`config.mk`:
```
export PLATFORM = sky130hd
export DESIGN_NAME = md5_stream_hasher
export DESIGN_NICKNAME = d
export VERILOG_FILES = /design/src/sv/md5sh_pkg.sv /design/src/sv/md5_stream_hasher.sv
export SDC_FILE = /design/constraint.sdc
export NUM_CORES = 2
export LEC_CHECK = 0
export BUFFER_PORTS_ARGS = -buffer_cell sky130_fd_sc_hd__buf_4
export CAP_MARGIN = 20
export CORE_ASPECT_RATIO = 0.7
export CORE_MARGIN = 3
export CORE_UTILIZATION = 55
export CTS_CLUSTER_DIAMETER = 200
export DETAILED_ROUTE_END_ITERATION = 8
export GPL_TIMING_DRIVEN = 0
export PLACE_DENSITY_LB_ADDON = 0.2
export SLEW_MARGIN = 20
export SYNTH_ARGS = -nofsm -noshare
export SYNTH_HDL_FRONTEND = slang
export SYNTH_SLANG_ARGS = --single-unit
export TNS_END_PERCENT = 50
```
`constraint.sdc`:
```
create_clock -name aclk -period 26.9 [get_ports aclk]
set_input_delay 1.345 -clock aclk [delete_from_list [all_inputs] [get_ports aclk]]
set_output_delay 1.345 -clock aclk [all_outputs]
set_load 0.01 [all_outputs]
```
`src/sv/md5sh_pkg.sv`:
```
package md5sh_pkg;

    localparam logic [31:0] INIT_A = 32'h67452301;
    localparam logic [31:0] INIT_B = 32'hefcdab89;
    localparam logic [31:0] INIT_C = 32'h98badcfe;
    localparam logic [31:0] INIT_D = 32'h10325476;

    localparam logic [7:0] PAD_MARK  = 8'h80;
    localparam int unsigned LEN_POS  = 56;
    localparam int unsigned ROUNDS   = 64;

    // Per-round additive constants.
    function automatic logic [31:0] round_const(input logic [5:0] r);
        logic [31:0] k;
        begin
            unique case (r)
                6'd0:  k = 32'hd76aa478;  6'd1:  k = 32'he8c7b756;
                6'd2:  k = 32'h242070db;  6'd3:  k = 32'hc1bdceee;
                6'd4:  k = 32'hf57c0faf;  6'd5:  k = 32'h4787c62a;
                6'd6:  k = 32'ha8304613;  6'd7:  k = 32'hfd469501;
                6'd8:  k = 32'h698098d8;  6'd9:  k = 32'h8b44f7af;
                6'd10: k = 32'hffff5bb1;  6'd11: k = 32'h895cd7be;
                6'd12: k = 32'h6b901122;  6'd13: k = 32'hfd987193;
                6'd14: k = 32'ha679438e;  6'd15: k = 32'h49b40821;
                6'd16: k = 32'hf61e2562;  6'd17: k = 32'hc040b340;
                6'd18: k = 32'h265e5a51;  6'd19: k = 32'he9b6c7aa;
                6'd20: k = 32'hd62f105d;  6'd21: k = 32'h02441453;
                6'd22: k = 32'hd8a1e681;  6'd23: k = 32'he7d3fbc8;
                6'd24: k = 32'h21e1cde6;  6'd25: k = 32'hc33707d6;
                6'd26: k = 32'hf4d50d87;  6'd27: k = 32'h455a14ed;
                6'd28: k = 32'ha9e3e905;  6'd29: k = 32'hfcefa3f8;
                6'd30: k = 32'h676f02d9;  6'd31: k = 32'h8d2a4c8a;
                6'd32: k = 32'hfffa3942;  6'd33: k = 32'h8771f681;
                6'd34: k = 32'h6d9d6122;  6'd35: k = 32'hfde5380c;
                6'd36: k = 32'ha4beea44;  6'd37: k = 32'h4bdecfa9;
                6'd38: k = 32'hf6bb4b60;  6'd39: k = 32'hbebfbc70;
                6'd40: k = 32'h289b7ec6;  6'd41: k = 32'heaa127fa;
                6'd42: k = 32'hd4ef3085;  6'd43: k = 32'h04881d05;
                6'd44: k = 32'hd9d4d039;  6'd45: k = 32'he6db99e5;
                6'd46: k = 32'h1fa27cf8;  6'd47: k = 32'hc4ac5665;
                6'd48: k = 32'hf4292244;  6'd49: k = 32'h432aff97;
                6'd50: k = 32'hab9423a7;  6'd51: k = 32'hfc93a039;
                6'd52: k = 32'h655b59c3;  6'd53: k = 32'h8f0ccc92;
                6'd54: k = 32'hffeff47d;  6'd55: k = 32'h85845dd1;
                6'd56: k = 32'h6fa87e4f;  6'd57: k = 32'hfe2ce6e0;
                6'd58: k = 32'ha3014314;  6'd59: k = 32'h4e0811a1;
                6'd60: k = 32'hf7537e82;  6'd61: k = 32'hbd3af235;
                6'd62: k = 32'h2ad7d2bb;  default: k = 32'heb86d391;
            endcase
            return k;
        end
    endfunction

    // Left rotation amount of a round.
    function automatic logic [4:0] rot_amount(input logic [5:0] r);
        logic [4:0] s;
        begin
            unique case ({r[5:4], r[1:0]})
                4'd0:  s = 5'd7;   4'd1:  s = 5'd12;  4'd2:  s = 5'd17;  4'd3:  s = 5'd22;
                4'd4:  s = 5'd5;   4'd5:  s = 5'd9;   4'd6:  s = 5'd14;  4'd7:  s = 5'd20;
                4'd8:  s = 5'd4;   4'd9:  s = 5'd11;  4'd10: s = 5'd16;  4'd11: s = 5'd23;
                4'd12: s = 5'd6;   4'd13: s = 5'd10;  4'd14: s = 5'd15;  default: s = 5'd21;
            endcase
            return s;
        end
    endfunction

    // Message word used by a round.
    function automatic logic [3:0] word_index(input logic [5:0] r);
        logic [3:0] g;
        begin
            unique case (r[5:4])
                2'd0:    g = r[3:0];
                2'd1:    g = 4'((r[3:0] << 2) + r[3:0] + 4'd1);
                2'd2:    g = 4'((r[3:0] << 1) + r[3:0] + 4'd5);
                default: g = 4'((r[3:0] << 3) - r[3:0]);
            endcase
            return g;
        end
    endfunction

endpackage

```
`src/sv/md5_stream_hasher.sv`:
```
// MD5 digest engine for a byte stream.
// Input channel (s_*): one message byte per transaction in s_tdata. s_tuser
// says whether the byte belongs to the message; a transaction with s_tuser
// low carries no byte and only serves to close a message with s_tlast.
// s_tlast closes the message after its byte, if any.
// Output channel (m_*): each message gives two transactions of eight digest
// bytes each, first byte in bits 7:0. m_tuser is the half index and m_tlast
// marks the second half.
// Flow: one byte is taken per accepted transfer. The 64th byte of a block starts
// a compression (one read ahead of the block buffer, 64 rounds at one round
// per cycle, then a fold into the chaining words); s_tready is low meanwhile.
// At the end of a message padding writes one byte per cycle up to the block
// end; how long closing takes before the first digest half is offered depends
// on how full the last block is.
// While the digest waits in the output stage the receiver may stall as long
// as it likes; no input is taken until both halves are delivered. Reset
// loads the initial chaining words, clears the bit count and empties both
// channels; the block buffer contents are not cleared.
module md5_stream_hasher (
    input  logic        aclk,
    input  logic        aresetn,
    input  logic        s_tvalid,
    output logic        s_tready,
    input  logic [7:0]  s_tdata,   // data_byte
    input  logic        s_tuser,   // byte_valid
    input  logic        s_tlast,   // end_of_message
    output logic        m_tvalid,
    input  logic        m_tready,
    output logic [63:0] m_tdata,   // digest_part
    output logic        m_tuser,   // part_index
    output logic        m_tlast    // last_part
);

    typedef enum logic [2:0] {
        ST_LOAD,
        ST_PAD,
        ST_ROUND,
        ST_OUT0,
        ST_OUT1
    } state_t;

    state_t      state_reg;
    logic [31:0] ch_a_reg, ch_b_reg, ch_c_reg, ch_d_reg;
    logic [63:0] bit_total_reg;
    logic [63:0] len_reg;
    logic [31:0] a_reg, b_reg, c_reg, d_reg;
    logic [6:0]  cnt_reg;
    logic [5:0]  pad_ptr_reg;
    logic        pad_first_reg;
    logic        len_fits_reg;
    logic        pad_pending_reg;
    logic        final_reg;

    // Block buffer: sixteen little-endian words with byte-lane writes.
    logic [31:0] blk_mem [16];
    logic [31:0] rd_data_reg;
    logic        wr_en;
    logic [5:0]  wr_pos;
    logic [7:0]  wr_byte;
    logic [3:0]  rd_addr;

    logic        in_acc;
    logic [63:0] bit_total_next;
    logic [5:0]  byte_pos;
    logic [5:0]  round_idx;
    logic [31:0] f_val, t_val, rot_val;
    logic [4:0]  rot_s;
    logic [7:0]  pad_byte;

    assign s_tready = (state_reg == ST_LOAD);
    assign in_acc   = s_tvalid && s_tready;
    assign byte_pos = bit_total_reg[8:3];
    assign bit_total_next = s_tuser ? bit_total_reg + 64'd8 : bit_total_reg;

    assign m_tvalid = (state_reg == ST_OUT0) || (state_reg == ST_OUT1);
    assign m_tuser  = (state_reg == ST_OUT1);
    assign m_tlast  = (state_reg == ST_OUT1);
    assign m_tdata  = (state_reg == ST_OUT1) ? {ch_d_reg, ch_c_reg} : {ch_b_reg, ch_a_reg};

    // The padding byte: the marker first, the length in the last eight bytes of
    // the block that carries it, zeros elsewhere.
    always_comb begin
        if (pad_first_reg) begin
            pad_byte = md5sh_pkg::PAD_MARK;
        end else if (len_fits_reg && (pad_ptr_reg >= 6'(md5sh_pkg::LEN_POS))) begin
            pad_byte = len_reg[{pad_ptr_reg[2:0], 3'b000} +: 8];
        end else begin
            pad_byte = 8'h00;
        end
    end

    always_comb begin
        wr_en   = 1'b0;
        wr_pos  = pad_ptr_reg;
        wr_byte = pad_byte;
        if (in_acc && s_tuser) begin
            wr_en   = 1'b1;
            wr_pos  = byte_pos;
            wr_byte = s_tdata;
        end else if (state_reg == ST_PAD) begin
            wr_en = 1'b1;
        end
    end

    // Reads are registered: each word is fetched in the cycle before the round that consumes it.
    assign rd_addr   = md5sh_pkg::word_index(cnt_reg[5:0]);
    assign round_idx = cnt_reg[5:0] - 6'd1;
    assign rot_s     = md5sh_pkg::rot_amount(round_idx);

    always_comb begin
        unique case (round_idx[5:4])
            2'd0:    f_val = (b_reg & c_reg) | (~b_reg & d_reg);
            2'd1:    f_val = (d_reg & b_reg) | (~d_reg & c_reg);
            2'd2:    f_val = b_reg ^ c_reg ^ d_reg;
            default: f_val = c_reg ^ (b_reg | ~d_reg);
        endcase
        t_val   = a_reg + f_val + md5sh_pkg::round_const(round_idx) + rd_data_reg;
        rot_val = (t_val << rot_s) | (t_val >> (6'd32 - {1'b0, rot_s}));
    end

    always_ff @(posedge aclk) begin
        if (wr_en) begin
            blk_mem[wr_pos[5:2]][{wr_pos[1:0], 3'b000} +: 8] <= wr_byte;
        end
        rd_data_reg <= blk_mem[rd_addr];
    end

    always_ff @(posedge aclk) begin
        if (!aresetn) begin
            state_reg       <= ST_LOAD;
            ch_a_reg        <= md5sh_pkg::INIT_A;
            ch_b_reg        <= md5sh_pkg::INIT_B;
            ch_c_reg        <= md5sh_pkg::INIT_C;
            ch_d_reg        <= md5sh_pkg::INIT_D;
            bit_total_reg   <= 64'd0;
            cnt_reg         <= 7'd0;
            pad_pending_reg <= 1'b0;
            final_reg       <= 1'b0;
            pad_first_reg   <= 1'b0;
            len_fits_reg    <= 1'b0;
            pad_ptr_reg     <= 6'd0;
        end else begin
            unique case (state_reg)
                ST_LOAD: begin
                    if (in_acc) begin
                        bit_total_reg <= bit_total_next;
                        if (s_tlast) begin
                            len_reg         <= bit_total_next;
                            pad_ptr_reg     <= bit_total_next[8:3];
                            pad_first_reg   <= 1'b1;
                            len_fits_reg    <= bit_total_next[8:3] < 6'(md5sh_pkg::LEN_POS);
                        end
                        if (s_tuser && (byte_pos == 6'd63)) begin
                            state_reg       <= ST_ROUND;
                            cnt_reg         <= 7'd0;
                            a_reg           <= ch_a_reg;
                            b_reg           <= ch_b_reg;
                            c_reg           <= ch_c_reg;
                            d_reg           <= ch_d_reg;
                            pad_pending_reg <= s_tlast;
                            final_reg       <= 1'b0;
                        end else if (s_tlast) begin
                            state_reg <= ST_PAD;
                        end
                    end
                end
                ST_PAD: begin
                    pad_first_reg <= 1'b0;
                    pad_ptr_reg   <= pad_ptr_reg + 6'd1;
                    if (pad_ptr_reg == 6'd63) begin
                        state_reg       <= ST_ROUND;
                        cnt_reg         <= 7'd0;
                        a_reg           <= ch_a_reg;
                        b_reg           <= ch_b_reg;
                        c_reg           <= ch_c_reg;
                        d_reg           <= ch_d_reg;
                        final_reg       <= len_fits_reg;
                        pad_pending_reg <= !len_fits_reg;
                        len_fits_reg    <= 1'b1;
                    end
                end
                ST_ROUND: begin
                    cnt_reg <= cnt_reg + 7'd1;
                    if (cnt_reg == 7'(md5sh_pkg::ROUNDS + 1)) begin
                        ch_a_reg <= ch_a_reg + a_reg;
                        ch_b_reg <= ch_b_reg + b_reg;
                        ch_c_reg <= ch_c_reg + c_reg;
                        ch_d_reg <= ch_d_reg + d_reg;
                        if (final_reg) begin
                            state_reg <= ST_OUT0;
                        end else if (pad_pending_reg) begin
                            state_reg <= ST_PAD;
                        end else begin
                            state_reg <= ST_LOAD;
                        end
                    end else if (cnt_reg != 7'd0) begin
                        a_reg <= d_reg;
                        d_reg <= c_reg;
                        c_reg <= b_reg;
                        b_reg <= b_reg + rot_val;
                    end
                end
                ST_OUT0: begin
                    if (m_tready) begin
                        state_reg <= ST_OUT1;
                    end
                end
                ST_OUT1: begin
                    if (m_tready) begin
                        state_reg     <= ST_LOAD;
                        ch_a_reg      <= md5sh_pkg::INIT_A;
                        ch_b_reg      <= md5sh_pkg::INIT_B;
                        ch_c_reg      <= md5sh_pkg::INIT_C;
                        ch_d_reg      <= md5sh_pkg::INIT_D;
                        bit_total_reg <= 64'd0;
                    end
                end
                default: state_reg <= ST_LOAD;
            endcase
        end
    end

    // The round counter never runs past the fold cycle.
    assert property (@(posedge aclk) disable iff (!aresetn)
        (state_reg == ST_ROUND) |-> (cnt_reg <= 7'(md5sh_pkg::ROUNDS + 1)))
        else $error("round counter overran");

    // A digest on offer blocks the input side.
    assert property (@(posedge aclk) disable iff (!aresetn)
        m_tvalid |-> !s_tready)
        else $error("input taken while digest pending");

    // Delivering the second half restarts the message state.
    assert property (@(posedge aclk) disable iff (!aresetn)
        (m_tvalid && m_tready && m_tlast) |=>
            (bit_total_reg == 64'd0 && ch_a_reg == md5sh_pkg::INIT_A && s_tready))
        else $error("state not reinitialized after digest");

    // The first half is always followed by the second.
    assert property (@(posedge aclk) disable iff (!aresetn)
        (m_tvalid && m_tready && !m_tlast) |=> (m_tvalid && m_tlast))
        else $error("second digest half missing");

endmodule
```
-- After elaboration in Yosys (flattened, before gate mapping)
Memories as Yosys holds them, arrays and structs flattened. A register that Yosys moved wholly into a read port is not among the register bits.
Index checks and enable logic that the tools add are counted.
- memories: 3
- register bits: 404
- input bits: 14
- bits in writable memories: 512
- word-level logic and storage cells: 186
- memory bits (read-only): 2128
- reduce and logical (&&, ||, !) cells: 23
- multiplexer cells: 83
- eq/ne operators: 21
- bitwise operators: 13
- add/sub/neg operators: 19
- shift-type cells: 5
- order comparisons: 2
- memory list (memory ; depth ; bits a word ; read ports ; clocked after Yosys merged registers in ; wr ports ; line ; source):
    (no name shown) ; 64 ; 32 ; 1 ; 0 ; 0 ; md5sh_pkg.sv:16 ; unique case (r)
    blk_mem ; 16 ; 32 ; 1 ; 1 ; 1 ; md5_stream_hasher.sv:55 ; logic [31:0] blk_mem [16];
    (no name shown) ; 16 ; 5 ; 1 ; 0 ; 0 ; md5sh_pkg.sv:58 ; unique case ({r[5:4], r[1:0]})
- operators by type and width (operator ; number):
    2-to-1 mux 32 bit ; 29
    case mux 32 bit (3 select lines) ; 5
    adder 32 bit ; 8
    2-to-1 mux 64 bit ; 4
    case mux 32 bit (2 select lines) ; 4
    AND 32 bit ; 4
    OR 32 bit ; 4
    case mux 64 bit (2 select lines) ; 1
    XOR 32 bit ; 3
    adder 64 x 4 -> 64 bit (second input constant) ; 1
    inverter 32 bit ; 2
    indexed part select 64 x 7 -> 8 bit ; 1
    variable shift 8 x 7 -> 32 bit (first input constant) ; 1
    indexed part select 8 x 7 -> 32 bit ; 1
    << shifter 32 x 5 -> 32 bit ; 1
    right shift 32 x 6 -> 32 bit ; 1
    2-to-1 mux 8 bit ; 3
    2-to-1 mux 3 bit ; 7
    2-to-1 mux 7 bit ; 3
    case mux 7 bit (3 select lines) ; 1
    2-to-1 mux 6 bit ; 3
    AND reduction 4 bit ; 4
    2-to-1 mux 1 bit ; 15
    case mux 3 bit (5 select lines) ; 1
    36 further kinds ; 59

-- Logic depth before layout (Yosys ltp)
- depth after elaboration: 13
- mapped depth: 47

-- Least setup slack after synthesis
Ideal clock, no wire load.
- kind: flip-flop to flip-flop
- start: register cnt_reg[2]
- end: register b_reg[30], data pin
- period minus slack after synthesis: 10538 ps
- path slack: 16362 ps
- path buffers: 5
- library setup time: 268 ps
- data arrival time: 10270 ps
- stages on the path, launching flop included: 46
- cell sequence: dfxtp_1 -> clkbuf_1 -> inv_1 -> ha_1 -> a21bo_4 -> nor4_2 -> or2_1 -> buf_6 -> buf_6 -> clkbuf_1 -> buf_1 -> nand2_1 -> a31o_2 -> fa_1 -> fa_1 -> inv_1 -> ha_1 -> fa_1 -> (+10 left out) -> mux2i_4 -> o21ai_1 -> a221o_1 -> ha_1 -> fa_1 -> a21oi_1 -> o21ai_0 -> a21oi_1 -> nor3b_1 -> o311ai_0 -> a21boi_0 -> o21a_1 -> a311oi_1 -> nor2_1 -> o41ai_1 -> o21ai_0 -> xnor2_1 -> o21ai_0
- word-level cells in the longest chain between the ends: 12
- elaborated cells between the ends (all ways): 18
- RTL lines (item ; line ; source):
    start: declaration ; md5_stream_hasher.sv:47 ; logic [6:0] cnt_reg;
    start signal: assignment ; md5_stream_hasher.sv:183 ; cnt_reg <= cnt_reg + 7'd1;
    subtractor 6 x 1 -> 6 bit (*) ; md5_stream_hasher.sv:107 ; assign round_idx = cnt_reg[5:0] - 6'd1;
    equality test 2 bit (tied with other cells) ; md5_stream_hasher.sv:111 ; unique case (round_idx[5:4])
    case mux 32 bit (3 select lines) ; md5_stream_hasher.sv:111 ;
    adder 32 bit (3 in a row) ; md5_stream_hasher.sv:117 ; t_val = a_reg + f_val + md5sh_pkg::round_const(round_idx) + rd_data_reg;
    right shift 32 x 6 -> 32 bit / << shifter 32 x 5 -> 32 bit (equally long branches) ; md5_stream_hasher.sv:118 ; rot_val = (t_val << rot_s) | (t_val >> (6'd32 - {1'b0, rot_s}));
    OR 32 bit (*) ; md5_stream_hasher.sv:118 ;
    adder 32 bit (*) ; md5_stream_hasher.sv:200 ; b_reg <= b_reg + rot_val;
    2-to-1 mux 32 bit (*) ; md5_stream_hasher.sv:196 ; end else if (cnt_reg != 7'd0) begin
    2-to-1 mux 32 bit (*) ; md5_stream_hasher.sv:184 ; if (cnt_reg == 7'(md5sh_pkg::ROUNDS + 1)) begin
    case mux 32 bit (3 select lines) (*) ; md5_stream_hasher.sv:143 ; unique case (state_reg)
    end signal: assignment ; md5_stream_hasher.sv:157 ; b_reg <= ch_b_reg;
    end signal: assignment ; md5_stream_hasher.sv:174 ; b_reg <= ch_b_reg;
    end signal: assignment ; md5_stream_hasher.sv:200 ;
    end: declaration ; md5_stream_hasher.sv:46 ; logic [31:0] a_reg, b_reg, c_reg, d_reg;
Every way passes the cells marked *; elsewhere a longest branch is shown, timed or not. The select of a mux whose other input is x is not followed.
A chain may end at the register's enable or synchronous reset.

-- Worst setup path in the final report
- start: register cnt_reg[0]
- end: register b_reg[30], data pin
Same word-level chain as after synthesis.

==> impl_metrics.env <==
export IMPL_status="finished clean"
export IMPL_synth_top_area_share_pct=36.8
export IMPL_dieArea_um2=108000
export IMPL_root_buffer="clkbuf_16"
export IMPL_io_buffers=78
export IMPL_ys_warn_count=0
export IMPL_core_area_um2=103000
export IMPL_synth_edf_count=701
export IMPL_regArea_um2=25900
export IMPL_period_share_pct=60.1
export IMPL_die_w_um=391
export IMPL_ys_seq_elements=942
export IMPL_drc=0
export IMPL_grt_pass1_wl_mm=309
export IMPL_slew_headroom_pct=12.7
export IMPL_place_hpwl_mm=169
export IMPL_cp_arrival_ps=16610
export IMPL_syn_num_nets=6013
export IMPL_synth_cell_type_count=99
export IMPL_postPlaceCellArea_um2=59700
export IMPL_setup_tns_ps=0
export IMPL_crit_required_ps=27330
export IMPL_postCtsHoldBufs=0
export IMPL_track_usage_pct=39.5
export IMPL_dp_slack_ps=11720
export IMPL_yosysMostFrequentCell="nand2_1"
export IMPL_rows=98
export IMPL_ant_nets=0
export IMPL_n_fill_cell=8592
export IMPL_holdCritPathClass="flop to flop"
export IMPL_hold_worst_slack_ps=498
export IMPL_fin_nets=6199
export IMPL_first_global_vias=44525
export IMPL_setup_ws_ps=10720
export IMPL_fin_crit_ps=16180
export IMPL_htree_levels=3
export IMPL_routed_via_density=6.75
export IMPL_start_util_pct=55.7
export IMPL_hold_viol_final=0
export IMPL_crit_path_end_kind="flop"
export IMPL_drv_cap=0
export IMPL_finalSetupViolCount=0
export IMPL_io_pins=82
export IMPL_numCtsBuffers=89
export IMPL_overflow=0
export IMPL_multiInputGateArea_um2=29400
export IMPL_synthToLayoutAreaGrowth_pct=9.79
export IMPL_synth_commonest_cells="nand2_1 (918), edfxtp_1 (701), nor2_1 (475)"
export IMPL_cts_sinks=942
export IMPL_ys_flop_type="edfxtp_1"
export IMPL_gp_congestion=1.09
export IMPL_finalClockSkew_ps=44.9
export IMPL_synth_seq_area_share_pct=45.3
export IMPL_wl_per_cell_um=29.8
export IMPL_cts_clk_slew_worst_paths_ps=70
export IMPL_dr_pass1_iters=9
export IMPL_first_iter_violations=7771
export IMPL_syn_inst=5702
export IMPL_synthTopCellsByArea="edfxtp_1 (37%), dfxtp_1 (8.4%), nand2_1 (6.0%), mux4_2 (5.6%), ha_1 (5.0%)"
export IMPL_syn_area_per_cell_um2=10.0
export IMPL_async_flop_share_pct=0
export IMPL_max_stage_delay_ps=970
export IMPL_drv_slew=0
export IMPL_antenna_found_initial=9
export IMPL_largest_reg_flops=512
export IMPL_crit_fanout=14
export IMPL_grt_max_degree=62
export IMPL_postCtsSetupRepairBufs=0
export IMPL_post_cts_resized=0
export IMPL_fin_area_um2=62700
export IMPL_worst_pin_slew_ps=1300
export IMPL_clock_path_buffers=3
export IMPL_cpMaxStageDelayCell="clkbuf_1"
export IMPL_wirelength_mm=218
export IMPL_synth_top_area_cell="edfxtp_1"
export IMPL_drive_above_1_share_pct=8.38
export IMPL_dieHeight_um=276
export IMPL_syn_cell_area_um2=57100
export IMPL_vias=49364
export IMPL_worst_setup_path_start_kind="flop"
export IMPL_maxClockFrequency_mhz=61.8
export IMPL_insertion_delay_ps=730
export IMPL_cts_tree="done"
export IMPL_path_class="flop to flop"
export IMPL_crit_top_cell="a21oi_1"
export IMPL_rsz0062_at_grt="false"
==> final cells by class <==
type / count / share of cell area [%]
antenna: 3 / 0.0120
buffer: 322 / 2.01
clock buffer: 121 / 3.84
clock inverter: 46 / 0.830
inverter: 196 / 1.17
multi-input combinational: 4242 / 46.8
sequential: 942 / 41.2
tap: 1350 / 2.69
timing repair buffer: 95 / 1.39
==> metal layers <==
metal | up-vias | part of all wire (%) | global-route usage, %
met5 | - | 0.099 | 1.51
met4 | 10 | 3.4 | 12.0
met3 | 471 | 18 | 18.1
met2 | 3619 | 37 | 48.9
met1 | 24098 | 42 | 60.0
li1 | 21166 | - | -
==> cell usage in the layout, fill, tap and decap left out, types with 91 or more instances in the layout <==
cell type,instances
nand2_1,918
mux2i_1,110
edfxtp_1,701
xnor2_1,199
ha_1,227
nand3_1,91
nor2_1,465
mux4_2,143
nor2b_1,155
xor2_1,100
a21o_1,140
dfxtp_1,241
a21oi_1,347
o21ai_0,266
clkbuf_1,264
inv_1,189
==> critical path: cells and delay by family, from the launching register on <==
family | cells | cell delay [ps]
AO/OA/AOI/OAI | 23 | 7590
buffers and inverters | 6 | 3330
adder cells (fa/ha/maj) | 5 | 2670
flip-flops | 1 | 810
multiplexers | 2 | 740
AND/OR/NAND/NOR | 4 | 590
XOR/XNOR | 1 | 160
==> stage by stage <==
stage | cells | util [%]
finish | 7317 | 61.2
floorplan | 5702 | -
detailed placement | 7141 | 58.2
global route | 7314 | 61.2
CTS | 7308 | 61.1
global placement | 7130 | 58.0
==> logic make-up after synthesis <==
group,after synthesis,share of synthesized area [%]
and+or+nand+nor,1966,15.2
AOI/OAI and AO/OA,1405,15.9
DFF,942,45.3
buffers and inverters,518,3.48
xor gates and xnor gates,304,4.75
adders and majority gates,297,7.42
muxes,270,7.94
==> worst paths after layout <==
check | from | to | slack, ps | cells after the start
worst max-delay path | cnt_reg[0]$_SDFFE_PN0P_ | b_reg[30]$_DFFE_PP_ | 10720 | 41
worst min-delay path | ch_a_reg[28]$_SDFFE_PN0P_ | ch_a_reg[28]$_SDFFE_PN0P_ | 500 | 2
worst max register to register | cnt_reg[0]$_SDFFE_PN0P_ | b_reg[30]$_DFFE_PP_ | 10720 | 41
worst min register to register | ch_a_reg[28]$_SDFFE_PN0P_ | ch_a_reg[28]$_SDFFE_PN0P_ | 500 | 2
Power is left out: the tool's default activity adds up to more than one toggle a clock period on the data nets, which glitch-free logic cannot reach.
